`src/hdl/tmvg_pkg.sv`:
```
// Shared constants, types and a helper function of the torus mesh vertex generator.
// No dependencies; the files of the block that use it refer to it by scoped names.
package tmvg_pkg;

  localparam int MAX_RINGS    = 64;
  localparam int MAX_SEGMENTS = 32;

  // pipeline layout
  localparam int ANG_STG      = 34;
  localparam int CRD_STG      = 26;
  localparam int SHD_STG      = 4;
  localparam int CRD_BASE     = ANG_STG;
  localparam int SHD_BASE     = ANG_STG + CRD_STG;
  localparam int NSTG         = ANG_STG + CRD_STG + SHD_STG;
  localparam int DIV_STEPS    = 32;
  localparam int TEX_STEPS    = 17;
  localparam int CORDIC_STEPS = 24;

  localparam logic [14:0]        FULL_TURN    = 15'd23040;
  localparam logic signed [31:0] CORDIC_X0    = 32'sd652032874;
  localparam logic [31:0]        EIGHTH_TURN  = 32'h2000_0000;

  localparam logic signed [31:0] ATAN_TURN [0:CORDIC_STEPS-1] = '{
    32'sd536870912, 32'sd316933406, 32'sd167458907, 32'sd85004756,
    32'sd42667331,  32'sd21354465,  32'sd10679838,  32'sd5340245,
    32'sd2670163,   32'sd1335087,   32'sd667544,    32'sd333772,
    32'sd166886,    32'sd83443,     32'sd41722,     32'sd20861,
    32'sd10430,     32'sd5215,      32'sd2608,      32'sd1304,
    32'sd652,       32'sd326,       32'sd163,       32'sd81
  };

  // register reset values
  localparam logic [14:0] RST_MAJOR_RADIUS = 15'd4096;
  localparam logic [14:0] RST_TUBE_RADIUS  = 15'd1638;
  localparam logic [6:0]  RST_RING_COUNT   = 7'd64;
  localparam logic [5:0]  RST_SEG_COUNT    = 6'd32;
  localparam logic [14:0] RST_START_ANGLE  = 15'd0;
  localparam logic [14:0] RST_SWEEP_ANGLE  = 15'd23040;

  typedef enum logic [2:0] {
    REG_MAJOR_RADIUS     = 3'd0,
    REG_TUBE_RADIUS      = 3'd1,
    REG_RING_COUNT       = 3'd2,
    REG_SEGMENT_COUNT    = 3'd3,
    REG_RING_START_ANGLE = 3'd4,
    REG_RING_SWEEP_ANGLE = 3'd5,
    REG_TUBE_START_ANGLE = 3'd6,
    REG_TUBE_SWEEP_ANGLE = 3'd7
  } reg_idx_t;

  typedef struct packed {
    logic signed [15:0] cosine;
    logic signed [15:0] sine;
  } trig_t;

  typedef struct packed {
    logic        quad_valid;
    logic [11:0] quad_base;
    logic        left_edge;
  } quad_t;

  typedef struct packed {
    logic [16:0] tex_u;
    logic [16:0] tex_v;
  } tex_t;

  // floor((v + 2^(sh-1)) / 2^sh), clamped to +-lim
  function automatic logic signed [39:0] round_sat(input logic signed [39:0] v,
                                                   input int unsigned sh,
                                                   input logic signed [39:0] lim);
    logic signed [39:0] r;
    r = (v + (40'sd1 <<< (sh - 1))) >>> sh;
    if (r > lim) begin
      r = lim;
    end else if (r < -lim) begin
      r = -lim;
    end
    return r;
  endfunction

endpackage

```
`src/hdl/tmvg_shade.sv`:
```
// Vertex position and normal from the two sine/cosine pairs and the radii,
// four stages of Q1.14 products with rounding and saturation. Depends on tmvg_pkg.
module tmvg_shade (
  input  logic                          clk,
  input  logic [tmvg_pkg::SHD_STG-1:0]  en,
  input  tmvg_pkg::trig_t               trig_u,
  input  tmvg_pkg::trig_t               trig_v,
  input  logic [14:0]                   major,
  input  logic [14:0]                   tube,
  output logic signed [16:0]            pos_x,
  output logic signed [16:0]            pos_y,
  output logic signed [15:0]            pos_z,
  output logic signed [15:0]            norm_x,
  output logic signed [15:0]            norm_y,
  output logic signed [15:0]            norm_z
);

  logic signed [15:0] cu;
  logic signed [15:0] su;
  logic signed [15:0] cv;
  logic signed [15:0] sv;
  logic signed [15:0] tube_s;
  logic signed [31:0] prcv_nxt;
  logic signed [31:0] pnx_nxt;
  logic signed [31:0] pny_nxt;
  logic signed [31:0] pz_nxt;

  logic signed [31:0] prcv_r, pnx_r, pny_r, pz_r;
  logic signed [15:0] cu0_r, su0_r, sv0_r;

  logic signed [31:0] rcv;
  logic signed [31:0] ring_w;
  logic signed [17:0] ring_r;
  logic signed [15:0] cu1_r, su1_r, sv1_r, nx1_r, ny1_r, pz1_r;

  logic signed [33:0] ppx_nxt;
  logic signed [33:0] ppy_nxt;
  logic signed [33:0] ppx_r, ppy_r;
  logic signed [15:0] sv2_r, nx2_r, ny2_r, pz2_r;

  logic signed [16:0] pos_x_r, pos_y_r;
  logic signed [15:0] pos_z_r, norm_x_r, norm_y_r, norm_z_r;

  assign cu     = trig_u.cosine;
  assign su     = trig_u.sine;
  assign cv     = trig_v.cosine;
  assign sv     = trig_v.sine;
  assign tube_s = {1'b0, tube};

  always_comb begin
    prcv_nxt = tube_s * cv;
    pnx_nxt  = cv * cu;
    pny_nxt  = cv * su;
    pz_nxt   = tube_s * sv;
  end

  always_ff @(posedge clk) begin
    if (en[0]) begin
      prcv_r <= prcv_nxt;
      pnx_r  <= pnx_nxt;
      pny_r  <= pny_nxt;
      pz_r   <= pz_nxt;
      cu0_r  <= cu;
      su0_r  <= su;
      sv0_r  <= sv;
    end
  end

  always_comb begin
    rcv    = (prcv_r + 32'sd8192) >>> 14;
    ring_w = $signed({17'd0, major}) + rcv;
  end

  always_ff @(posedge clk) begin
    if (en[1]) begin
      ring_r <= ring_w[17:0];
      cu1_r  <= cu0_r;
      su1_r  <= su0_r;
      sv1_r  <= sv0_r;
      nx1_r  <= 16'(tmvg_pkg::round_sat(40'(pnx_r), 14, 40'sd16384));
      ny1_r  <= 16'(tmvg_pkg::round_sat(40'(pny_r), 14, 40'sd16384));
      pz1_r  <= 16'(tmvg_pkg::round_sat(40'(pz_r), 14, 40'sd32767));
    end
  end

  always_comb begin
    ppx_nxt = ring_r * cu1_r;
    ppy_nxt = ring_r * su1_r;
  end

  always_ff @(posedge clk) begin
    if (en[2]) begin
      ppx_r <= ppx_nxt;
      ppy_r <= ppy_nxt;
      sv2_r <= sv1_r;
      nx2_r <= nx1_r;
      ny2_r <= ny1_r;
      pz2_r <= pz1_r;
    end
  end

  always_ff @(posedge clk) begin
    if (en[3]) begin
      pos_x_r  <= 17'(tmvg_pkg::round_sat(40'(ppx_r), 14, 40'sd65535));
      pos_y_r  <= 17'(tmvg_pkg::round_sat(40'(ppy_r), 14, 40'sd65535));
      pos_z_r  <= pz2_r;
      norm_x_r <= nx2_r;
      norm_y_r <= ny2_r;
      norm_z_r <= sv2_r;
    end
  end

  assign pos_x  = pos_x_r;
  assign pos_y  = pos_y_r;
  assign pos_z  = pos_z_r;
  assign norm_x = norm_x_r;
  assign norm_y = norm_y_r;
  assign norm_z = norm_z_r;

endmodule

```
`config.mk`:
```
export PLATFORM = sky130hd
export DESIGN_NAME = tmvg_shade
export DESIGN_NICKNAME = d
export VERILOG_FILES = /design/src/hdl/tmvg_pkg.sv /design/src/hdl/tmvg_shade.sv
export SDC_FILE = /design/constraint.sdc
export NUM_CORES = 2
export LEC_CHECK = 0
export BUFFER_PORTS_ARGS = -buffer_cell sky130_fd_sc_hd__buf_4
export CORE_MARGIN = 5
export CORE_UTILIZATION = 60
export DETAILED_ROUTE_END_ITERATION = 6
export PLACE_DENSITY = 0.8
export SKIP_LAST_GASP = 1
export SLEW_MARGIN = 20
export SYNTH_ARGS = -nofsm -noshare
export SYNTH_HDL_FRONTEND = slang
export SYNTH_SLANG_ARGS = --single-unit
```
`constraint.sdc`:
```
create_clock -name clk -period 7.1 [get_ports clk]
set_clock_uncertainty 0.15 [all_clocks]
set_input_delay 1.065 -clock clk [delete_from_list [all_inputs] [get_ports clk]]
set_output_delay 1.065 -clock clk [all_outputs]
set_load 0.005 [all_outputs]
```
==> flow_metrics.tcl <==
set metrics [dict create \
    overflow 0 \
    path_cells "buf_4 > buf_4 > nand2_1 > fa_1 > inv_1 > fa_1 > fa_1 > fa_1 > fa_1 > inv_1 > fa_1 > inv_1 > ha_1 > a21oi_1 > o21ai_0 > a21oi_1 > o21ai_0 > a31oi_1 > nand4_1 > nand2_1 > o21ai_0 > o41ai_1 > xnor2_1" \
    grt_pass1_wl_um 279000 \
    rows 127 \
    whs_ns 0.252 \
    crit_family "adder cells" \
    status "finished, final reports clean" \
    hold_buffers 0 \
    vias 49500 \
    final_cells 9090 \
    synthCells 7141 \
    core-area_um2 120000 \
    syn_area_per_cell_um2 10.1 \
    dpl.cell_count 8982 \
    clk_pin_slew_ns 0.07 \
    synth.distinct_cells 79 \
    dpl.hpwl_um 138000 \
    die-area_um2 127000 \
    worstMarginPinSlew_ns 1.08 \
    multiInputGateArea_um2 51600 \
    finalCriticalPeriod_ns 6.87 \
    nNetsFinal 9573 \
    syn_to_final_growth_pct 9.32 \
    drive_above_1_share_pct 8.60 \
    netlist_area_um2 72200 \
    final_util_pct 66.0 \
    antenna_found_initial 10 \
    cp_num_buf_inv 5 \
    drt_iter0_drc 3537 \
    start_kind "primary input" \
    min_period_over_period_pct 96.7 \
    port_buffers 196 \
    crit_type "primary input to register" \
    final_common_cell "inv_1" \
    arrival_ns 7.09 \
    drtPass1Iterations 6 \
    path_common_cell "fa_1" \
    via_per_inst 5.45 \
    clock_latency_ns 0.66 \
    wirelength_um 169000 \
    drv_slew 0 \
    grt_max_degree 66 \
    cts_buffers 49 \
    grt_pass1_vias 54700 \
    wl_per_cell_um 18.6 \
    required_ns 7.32 \
    async_flop_share_pct 0 \
    hold_viol 0 \
    ant_nets 0 \
    ys_seq_elements 442 \
    die_w_um 357 \
    setup_viol 0 \
    seq_area_frac_synth_pct 18.4 \
    htreeDepth 2 \
    syn_nets 9280 \
    critPathMaxFanout 20 \
    ys_warn_count 0 \
    start_util_pct 60.3 \
    slowest_stage "fa_1" \
    globalplace.congestion 0.950 \
    clk_path_buf_depth 3 \
    final_cell_mix "inv_1, fa_1, nand2_1" \
    track_usage_pct 27.5 \
    worst_hold_path_type "register to register" \
    fmax_mhz 146 \
    timing.slew.headroom_pct 27.8 \
    max_cap_violations 0 \
    drc_errors 0 \
    cts_tree "built" \
    cts.sink_count 442 \
    regArea_um2 13300 \
    worstSetupEndpointType "register" \
    synth_ff_type "edfxtp_1" \
    rsz0062_at_grt "yes" \
    synth_edf_count 442 \
    root_buffer "clkbuf_16" \
    nFillCells 8949 \
    ioPinCount 197 \
    critPathMaxStageDelay_ns 0.58 \
    die_h_um 357 \
]
[worst paths after layout]
kind	start	to	slack [ns]	cells after the start
max	trig_v[25]	pnx_r[31]	0.23	23
min	su0_r[6]	su1_r[6]	0.25	0
max reg2reg	ring_r[8]	ppx_r[33]	0.25	23
min reg2reg	su0_r[6]	su1_r[6]	0.25	0
[stage by stage]
stage / setup TNS (ns) / setup slack [ns] / area, µm²
global route: -0.0132 / -0.0132 / 78900
floorplan: 0 / 0.0239 / 72200
global placement: -1.88 / -0.240 / 77200
finish: 0 / 0.234 / 78900
CTS: 0 / 0.0885 / 78800
detailed placement: -5.64 / -0.426 / 77200
[cell families after synthesis]
family / after synthesis / synth area share, %
flops: 442 / 18.4
fa+ha+maj: 2040 / 50.5
mux: 5 / 0.0693
xor+xnor: 257 / 3.12
simple gates: 2055 / 14.3
buf+inv: 1963 / 10.2
compound gates: 379 / 3.40
[synth_stat cells, drive strengths merged, types with 42 or more instances]
| library cell | number | area share [%] |
|---|---|---|
| nand2 | 802 | 4.2 |
| edfxtp | 442 | 18 |
| nand3 | 74 | 0.51 |
| a21oi | 104 | 0.74 |
| clkbuf | 273 | 1.4 |
| nor2 | 198 | 1.0 |
| inv | 1673 | 8.7 |
| xnor2 | 172 | 2.1 |
| a21o | 42 | 0.44 |
| and2 | 751 | 6.5 |
| o21ai | 96 | 0.67 |
| ha | 581 | 10 |
| fa | 1459 | 40 |
| xor2 | 85 | 1.0 |
[area by class of cell]
class	instances	share of cell area, %
inverters	1673	7.96
multi-input cells	4736	65.3
well taps	1612	2.56
diodes	4	0.0127
clock buffers	57	1.59
repair buffers	532	5.32
flip-flops and latches	442	16.8
clock inverters	34	0.401
[repair_timing]
item,in CTS,in global routing
setup buffers,1,12
setup endpoints to repair,2,10
gates resized for setup,0,7
pin swaps,0,2
[routing by layer]
metal	global-route usage (%)	part of all wire, %
met1	35.5	39
met2	46.8	49
met3	6.13	8.8
met4	8.78	3.4
met5	0	0.023
[sequential cells by signal, summed over array words and instances, names as in the netlist, 18 cells and up]
register and cells:
ppx_r 21, ppy_r 21, pnx_r 19, pny_r 19, prcv_r 19, pz_r 19
ring_r 18
Power is not shown: default switching activity piles up to over one toggle a cycle in this logic, so the estimate is an artifact.
