--- src/hdl/tmvg_pkg.sv ---
// Shared constants, types and a helper function of the torus mesh vertex generator.
// No dependencies; the files of the block that use it refer to it by scoped names.
package tmvg_pkg;

  localparam int MAX_RINGS    = 64;
  localparam int MAX_SEGMENTS = 32;

  // pipeline layout
  localparam int ANG_STG      = 34;
  localparam int CRD_STG      = 26;
  localparam int SHD_STG      = 4;
  localparam int CRD_BASE     = ANG_STG;
  localparam int SHD_BASE     = ANG_STG + CRD_STG;
  localparam int NSTG         = ANG_STG + CRD_STG + SHD_STG;
  localparam int DIV_STEPS    = 32;
  localparam int TEX_STEPS    = 17;
  localparam int CORDIC_STEPS = 24;

  localparam logic [14:0]        FULL_TURN    = 15'd23040;
  localparam logic signed [31:0] CORDIC_X0    = 32'sd652032874;
  localparam logic [31:0]        EIGHTH_TURN  = 32'h2000_0000;

  localparam logic signed [31:0] ATAN_TURN [0:CORDIC_STEPS-1] = '{
    32'sd536870912, 32'sd316933406, 32'sd167458907, 32'sd85004756,
    32'sd42667331,  32'sd21354465,  32'sd10679838,  32'sd5340245,
    32'sd2670163,   32'sd1335087,   32'sd667544,    32'sd333772,
    32'sd166886,    32'sd83443,     32'sd41722,     32'sd20861,
    32'sd10430,     32'sd5215,      32'sd2608,      32'sd1304,
    32'sd652,       32'sd326,       32'sd163,       32'sd81
  };

  // register reset values
  localparam logic [14:0] RST_MAJOR_RADIUS = 15'd4096;
  localparam logic [14:0] RST_TUBE_RADIUS  = 15'd1638;
  localparam logic [6:0]  RST_RING_COUNT   = 7'd64;
  localparam logic [5:0]  RST_SEG_COUNT    = 6'd32;
  localparam logic [14:0] RST_START_ANGLE  = 15'd0;
  localparam logic [14:0] RST_SWEEP_ANGLE  = 15'd23040;

  typedef enum logic [2:0] {
    REG_MAJOR_RADIUS     = 3'd0,
    REG_TUBE_RADIUS      = 3'd1,
    REG_RING_COUNT       = 3'd2,
    REG_SEGMENT_COUNT    = 3'd3,
    REG_RING_START_ANGLE = 3'd4,
    REG_RING_SWEEP_ANGLE = 3'd5,
    REG_TUBE_START_ANGLE = 3'd6,
    REG_TUBE_SWEEP_ANGLE = 3'd7
  } reg_idx_t;

  typedef struct packed {
    logic signed [15:0] cosine;
    logic signed [15:0] sine;
  } trig_t;

  typedef struct packed {
    logic        quad_valid;
    logic [11:0] quad_base;
    logic        left_edge;
  } quad_t;

  typedef struct packed {
    logic [16:0] tex_u;
    logic [16:0] tex_v;
  } tex_t;

  // floor((v + 2^(sh-1)) / 2^sh), clamped to +-lim
  function automatic logic signed [39:0] round_sat(input logic signed [39:0] v,
                                                   input int unsigned sh,
                                                   input logic signed [39:0] lim);
    logic signed [39:0] r;
    r = (v + (40'sd1 <<< (sh - 1))) >>> sh;
    if (r > lim) begin
      r = lim;
    end else if (r < -lim) begin
      r = -lim;
    end
    return r;
  endfunction

endpackage

--- src/hdl/tmvg_angle.sv ---
// Angle and texture front end for one axis: sweep product, modulo reduction and
// a 32-step pipelined divider to a binary angle, plus a 17-step texture divider.
// Depends on tmvg_pkg.
module tmvg_angle (
  input  logic                          clk,
  input  logic [tmvg_pkg::ANG_STG-1:0]  en,
  input  logic [14:0]                   start,
  input  logic [14:0]                   sweep,
  input  logic [6:0]                    idx,
  input  logic [6:0]                    cnt,
  output logic [31:0]                   ang,
  output logic [16:0]                   tex
);

  logic [22:0] sum_r;
  logic [20:0] mod0_r;
  logic [6:0]  idx0_r;
  logic [6:0]  cnt0_r;

  logic [21:0] prod_a;
  logic [21:0] prod_b;
  logic [22:0] sum_nxt;
  logic [20:0] mod_nxt;
  logic [22:0] red;

  logic [20:0] arem_r [0:tmvg_pkg::DIV_STEPS-1];
  logic [20:0] amod_r [0:tmvg_pkg::DIV_STEPS-1];
  logic [31:0] aq_r   [0:tmvg_pkg::DIV_STEPS-1];
  logic [6:0]  trem_r [0:tmvg_pkg::TEX_STEPS-1];
  logic [6:0]  tcnt_r [0:tmvg_pkg::TEX_STEPS-1];
  logic [16:0] tq_r   [0:tmvg_pkg::DIV_STEPS-1];

  always_comb begin
    prod_a  = 22'(start) * 22'(cnt);
    prod_b  = 22'(idx) * 22'(sweep);
    sum_nxt = 23'(prod_a) + 23'(prod_b);
    mod_nxt = 21'(tmvg_pkg::FULL_TURN) * 21'(cnt);
  end

  always_ff @(posedge clk) begin
    if (en[0]) begin
      sum_r  <= sum_nxt;
      mod0_r <= mod_nxt;
      idx0_r <= idx;
      cnt0_r <= cnt;
    end
  end

  // sum stays below three turns
  always_comb begin
    if (sum_r >= {1'b0, mod0_r, 1'b0}) begin
      red = sum_r - {1'b0, mod0_r, 1'b0};
    end else if (sum_r >= {2'b00, mod0_r}) begin
      red = sum_r - {2'b00, mod0_r};
    end else begin
      red = sum_r;
    end
  end

  always_ff @(posedge clk) begin
    if (en[1]) begin
      arem_r[0] <= red[20:0];
      amod_r[0] <= mod0_r;
      trem_r[0] <= idx0_r;
      tcnt_r[0] <= cnt0_r;
    end
  end

  // angle divider: (num * 2^32 + mod / 2) / mod
  for (genvar K = 0; K < tmvg_pkg::DIV_STEPS; K++) begin : g_div
    logic [31:0] half;
    logic [21:0] ar2;
    logic [21:0] ard;
    logic        ge;
    assign half = 32'(amod_r[K] >> 1);
    assign ar2  = {arem_r[K], half[31-K]};
    assign ge   = ar2 >= {1'b0, amod_r[K]};
    assign ard  = ge ? ar2 - {1'b0, amod_r[K]} : ar2;
    if (K == 0) begin : g_first
      always_ff @(posedge clk) begin
        if (en[K+2]) aq_r[K] <= {31'd0, ge};
      end
    end else begin : g_next
      always_ff @(posedge clk) begin
        if (en[K+2]) aq_r[K] <= {aq_r[K-1][30:0], ge};
      end
    end
    if (K < tmvg_pkg::DIV_STEPS - 1) begin : g_carry
      always_ff @(posedge clk) begin
        if (en[K+2]) begin
          arem_r[K+1] <= ard[20:0];
          amod_r[K+1] <= amod_r[K];
        end
      end
    end
  end

  // texture divider: (idx * 2^17 + cnt) / (2 * cnt)
  for (genvar K = 0; K < tmvg_pkg::DIV_STEPS; K++) begin : g_tex
    if (K < tmvg_pkg::TEX_STEPS) begin : g_step
      logic [16:0] tlow;
      logic [7:0]  tr2;
      logic [7:0]  tdiv;
      logic [7:0]  trd;
      logic        tge;
      assign tlow = 17'(tcnt_r[K]);
      assign tr2  = {trem_r[K], tlow[16-K]};
      assign tdiv = {tcnt_r[K], 1'b0};
      assign tge  = tr2 >= tdiv;
      assign trd  = tge ? tr2 - tdiv : tr2;
      if (K == 0) begin : g_first
        always_ff @(posedge clk) begin
          if (en[K+2]) tq_r[K] <= {16'd0, tge};
        end
      end else begin : g_next
        always_ff @(posedge clk) begin
          if (en[K+2]) tq_r[K] <= {tq_r[K-1][15:0], tge};
        end
      end
      if (K < tmvg_pkg::TEX_STEPS - 1) begin : g_carry
        always_ff @(posedge clk) begin
          if (en[K+2]) begin
            trem_r[K+1] <= trd[6:0];
            tcnt_r[K+1] <= tcnt_r[K];
          end
        end
      end
    end else begin : g_hold
      always_ff @(posedge clk) begin
        if (en[K+2]) tq_r[K] <= tq_r[K-1];
      end
    end
  end

  assign ang = aq_r[tmvg_pkg::DIV_STEPS-1];
  assign tex = tq_r[tmvg_pkg::DIV_STEPS-1];

endmodule

--- config.mk ---
export PLATFORM = sky130hd
export DESIGN_NAME = tmvg_angle
export DESIGN_NICKNAME = d
export VERILOG_FILES = /design/src/hdl/tmvg_pkg.sv /design/src/hdl/tmvg_angle.sv
export SDC_FILE = /design/constraint.sdc
export NUM_CORES = 2
export LEC_CHECK = 0
export CORE_MARGIN = 10
export CORE_UTILIZATION = 35
export CTS_BUF_LIST = sky130_fd_sc_hd__clkbuf_8
export DETAILED_ROUTE_END_ITERATION = 10
export DONT_BUFFER_PORTS = 1
export MAX_ROUTING_LAYER = met4
export SETUP_SLACK_MARGIN = 0.3
export SYNTH_ARGS = -nofsm -noshare
export SYNTH_HDL_FRONTEND = slang
export SYNTH_SLANG_ARGS = --single-unit
export TNS_END_PERCENT = 100
--- constraint.sdc ---
create_clock -name clk -period 11.14 [get_ports clk]
set_clock_uncertainty 0.1 [all_clocks]
set_input_delay 2.228 -clock clk [delete_from_list [all_inputs] [get_ports clk]]
set_output_delay 2.228 -clock clk [all_outputs]
set_load 0.01 [all_outputs]
==> summary.txt <==
Worst setup path
  • Worst Setup Path Type: input port to flop
  • Critical path arrival: 7790 ps
  • Crit path top cell by count: fa_1
  • Req. time, crit path: 11660 ps
  • CP max stage cell: fa_1
  • CP Capture Type: flop
  • Startpoint Class: input port
  • Worst path cell trace: and2_1 > fa_1 > inv_1 > fa_1 > inv_1 > fa_1 > fa_1 > fa_1 > inv_1 > fa_1 > inv_1 > ha_1 > a211oi_1 > o211ai_1 > a211oi_1 > o21bai_1 > a41oi_1 > nor2b_1 > nor4_1 > a311oi_1
  • Max stage delay on crit path: 560 ps
  • CP Max Fanout: 7

Clock network
  • # H-tree levels: 5
  • Clk buf depth: 4
  • CTS clk-pin slew, worst paths: 60 ps
  • Clk sinks: 1984
  • Post-CTS Resized: 0
  • CTS root buf: clkbuf_8
  • Post-CTS Setup Bufs: 0
  • CTS tree: yes
  • # hold bufs at CTS: 0
  • Worst skew pair latency: 950 ps
  • Clock buffer count from CTS: 326

Die
  • Die area: 294000 um2
  • Boundary Pins: 128
  • Die Wd: 543 um
  • Row cnt: 191
  • Die Ht: 543 um
  • Initial Util: 0.352
  • CORE AREA: 271000 um2

Synthesis
  • Synth Warn #: 0
  • Syn Nets: 7689
  • Post-Syn Area: 95600 um2
  • Post-synth ARST share: 0
  • Avg Inst Size Synth: 14.1 um2
  • Top_reg_cell synth: edfxtp_1
  • Synth Register Bits: 1984
  • Syn Inst Count: 6779
  • Register area share after synthesis: 0.623
  • EDFF count, synth: 1984
  • Yosys cell types: 85

STA
  • Max Fclk: 0.138 GHz
  • Period utilization: 0.652
  • Hold Slack: 276 ps
  • Setup TNS: 0 ps
  • Relative slew margins: 0.233
  • Hold Violations, Final: 0
  • Final setup viols: 0
  • Post-route minimum period: 7260 ps
  • Final Max Tran Viols: 0
  • Worst Tran Pin Value: 1150 ps
  • RSZ-0062 raised after global routing: no

Drt
  • Routed Wire Length: 176 mm
  • Drt drc: 0
  • DR pass1 iterations: 6
  • DRT antenna net count: 0
  • Avg WL per Cell: 16.2 um
  • Via count: 51000
  • Via density: 4.72
  • Initial DRC count: 3168

Global routing
  • Largest net degree at the start of global routing: 73
  • First-pass GRT wire length: 286 mm
  • Total grt overflow: 0
  • Initial antenna violation count: 5
  • Vias in the first global route: 53400
  • GRT Total Usage: 0.121

Place
  • Hpwl dp: 129 mm
  • Area after DPL: 99600 um2
  • IO Port Bufs: 0
  • Placer Congestion: 0.848

Finish
  • Syn-to-layout area delta: 10.2%
  • Post-Layout Inst Area: 105000 um2
  • Fraction of layout cells with a size suffix above 1: 0.109
  • Final net count: 7927
  • Fin util: 0.388

Power and ir drop
  • P_leak: 0.0415 uW
  • Power per cell area: 266 nW/um2
  • Peak VDD IR: 0.261 mV
  • Total power: 28000 uW

Worst hold path
  • Worst min path class: flop to flop

Run
  • Max_cap viols: 0

Outcome
  • Status: finished clean
-- registers in the layout, summed over array words and instances (netlist names) --
| signal | cells |
|---|---|
| arem_r | 465 |
| amod_r | 314 |
| idx0_r | 7 |
| cnt0_r | 7 |
| tcnt_r | 113 |
| sum_r | 23 |
| tq_r | 408 |
| trem_r | 109 |
| aq_r | 528 |
| mod0_r | 10 |
-- metrics by stage --
step / setup slack, ps / cells
after floorplan: 3250 / 6779
after global placement: 3040 / 10300
after detailed placement: 2950 / 10300
after CTS: 3980 / 10800
after global routing: 3630 / 10800
final: 3880 / 10800
-- per-layer routing --
metal / part of all wire / track usage / wire, um / vias to the layer above
met5: 0 / - / 0 / -
met3: 0.043 / 0.0232 / 7500 / 330
met4: 0.026 / 0.0366 / 4490 / 0
li1: - / - / - / 25000
met2: 0.49 / 0.204 / 86000 / 845
met1: 0.44 / 0.149 / 77700 / 24900
-- path summary, 6_finish.rpt --
| check | startpoint | endpoint | slack [ps] | cells after the start |
|---|---|---|---|---|
| worst max-delay path | start[3] | sum_r[22]$_DFFE_PP_ | 3880 | 20 |
| worst min-delay path | aq_r[1][390]$_DFFE_PP_ | aq_r[1][423]$_DFFE_PP_ | 280 | 0 |
| worst max register to register | arem_r[1][169]$_DFFE_PP_ | arem_r[1][201]$_DFFE_PP_ | 7180 | 10 |
| worst min register to register | aq_r[1][390]$_DFFE_PP_ | aq_r[1][423]$_DFFE_PP_ | 280 | 0 |
-- power by group --
part	total (uW)	internal, uW	switching, uW
registers	11200	10400	760
clock network	5770	2980	2790
logic	11100	5310	5760
total	28000	18700	9310
-- critical path: cells and delay by family --
kind / cells / cell delay (ps)
adder cells (fa/ha/maj): 7 / 3520
AO/OA/AOI/OAI: 6 / 1310
AND/OR/NAND/NOR: 3 / 510
buffers and inverters: 4 / 200
-- layout by cell type (no fill, tap or decap), types with 10 or more instances in the layout --
cell	n
ha_1	609
mux2_2	325
o211ai_1	16
nand2b_1	62
clkinv_2	26
fa_1	222
o21ai_0	254
inv_1	997
xor2_1	96
nand3_1	53
nor4_1	27
nand2_1	269
a21boi_0	41
a211o_1	30
o21a_1	67
and2_1	136
o31ai_1	19
a21oi_1	242
nand4_1	52
buf_4	19
nor3_1	98
a21o_1	105
clkbuf_8	329
mux2i_1	72
nand4b_1	16
edfxtp_1	1984
a31oi_1	43
or3_1	19
clkinv_1	69
xnor2_1	232
and3_1	27
o21bai_1	17
a2111oi_0	11
a211oi_1	30
nor2_1	301
bufinv_16	10
or2_2	20
nor2b_1	119
-- cells in the mapped netlist (19+ instances only) --
| cell type | n | share of area |
|---|---|---|
| a211o_1 | 30 | 0.0027 |
| a31oi_1 | 43 | 0.0028 |
| clkbuf_1 | 34 | 0.0013 |
| nand2_1 | 269 | 0.011 |
| nor4_1 | 29 | 0.0019 |
| mux2_2 | 325 | 0.038 |
| buf_4 | 54 | 0.0042 |
| or3_1 | 19 | 0.0012 |
| ha_1 | 609 | 0.080 |
| xnor2_1 | 232 | 0.021 |
| o31ai_1 | 19 | 0.0015 |
| inv_1 | 903 | 0.035 |
| mux2i_1 | 72 | 0.0075 |
| or2_2 | 20 | 0.0013 |
| nor2_1 | 301 | 0.012 |
| o21ai_0 | 254 | 0.013 |
| nand2b_1 | 62 | 0.0041 |
| edfxtp_1 | 1984 | 0.62 |
| nand4_1 | 52 | 0.0034 |
| a21o_1 | 105 | 0.0082 |
| xor2_1 | 96 | 0.0088 |
| a21oi_1 | 242 | 0.013 |
| nand3_1 | 53 | 0.0028 |
| fa_1 | 222 | 0.046 |
| and3_1 | 27 | 0.0018 |
| buf_2 | 19 | 0.00099 |
| nor3_1 | 98 | 0.0051 |
| o21a_1 | 67 | 0.0053 |
| and2_1 | 136 | 0.0089 |
| nor2b_1 | 119 | 0.0078 |
| a211oi_1 | 30 | 0.0024 |
| a21boi_0 | 41 | 0.0032 |
-- cells by family (layout without fill, tap and decap cells) --
logic type      Yosys count  in the layout  share of synthesized area
fa+ha+maj               831            831                      0.126
flops                  1984           1984                      0.623
mux                     397            397                     0.0458
buf+inv                1013           1472                     0.0422
xor+xnor                328            328                     0.0301
simple gates           1249           1249                     0.0665
other cells               0              3                          0
compound gates          977            977                     0.0660
-- area by class of cell --
cell class / instances / area (um2)
antenna: 3 / 7.51
clock buffer: 329 / 4530
clock inverter: 220 / 1240
fill: 25200 / 166000
inverter: 904 / 3390
multi-input combinational: 3782 / 32000
sequential: 1984 / 59600
tap: 3570 / 4470
timing repair buffer: 19 / 143
(Power assumes the default switching activity.)
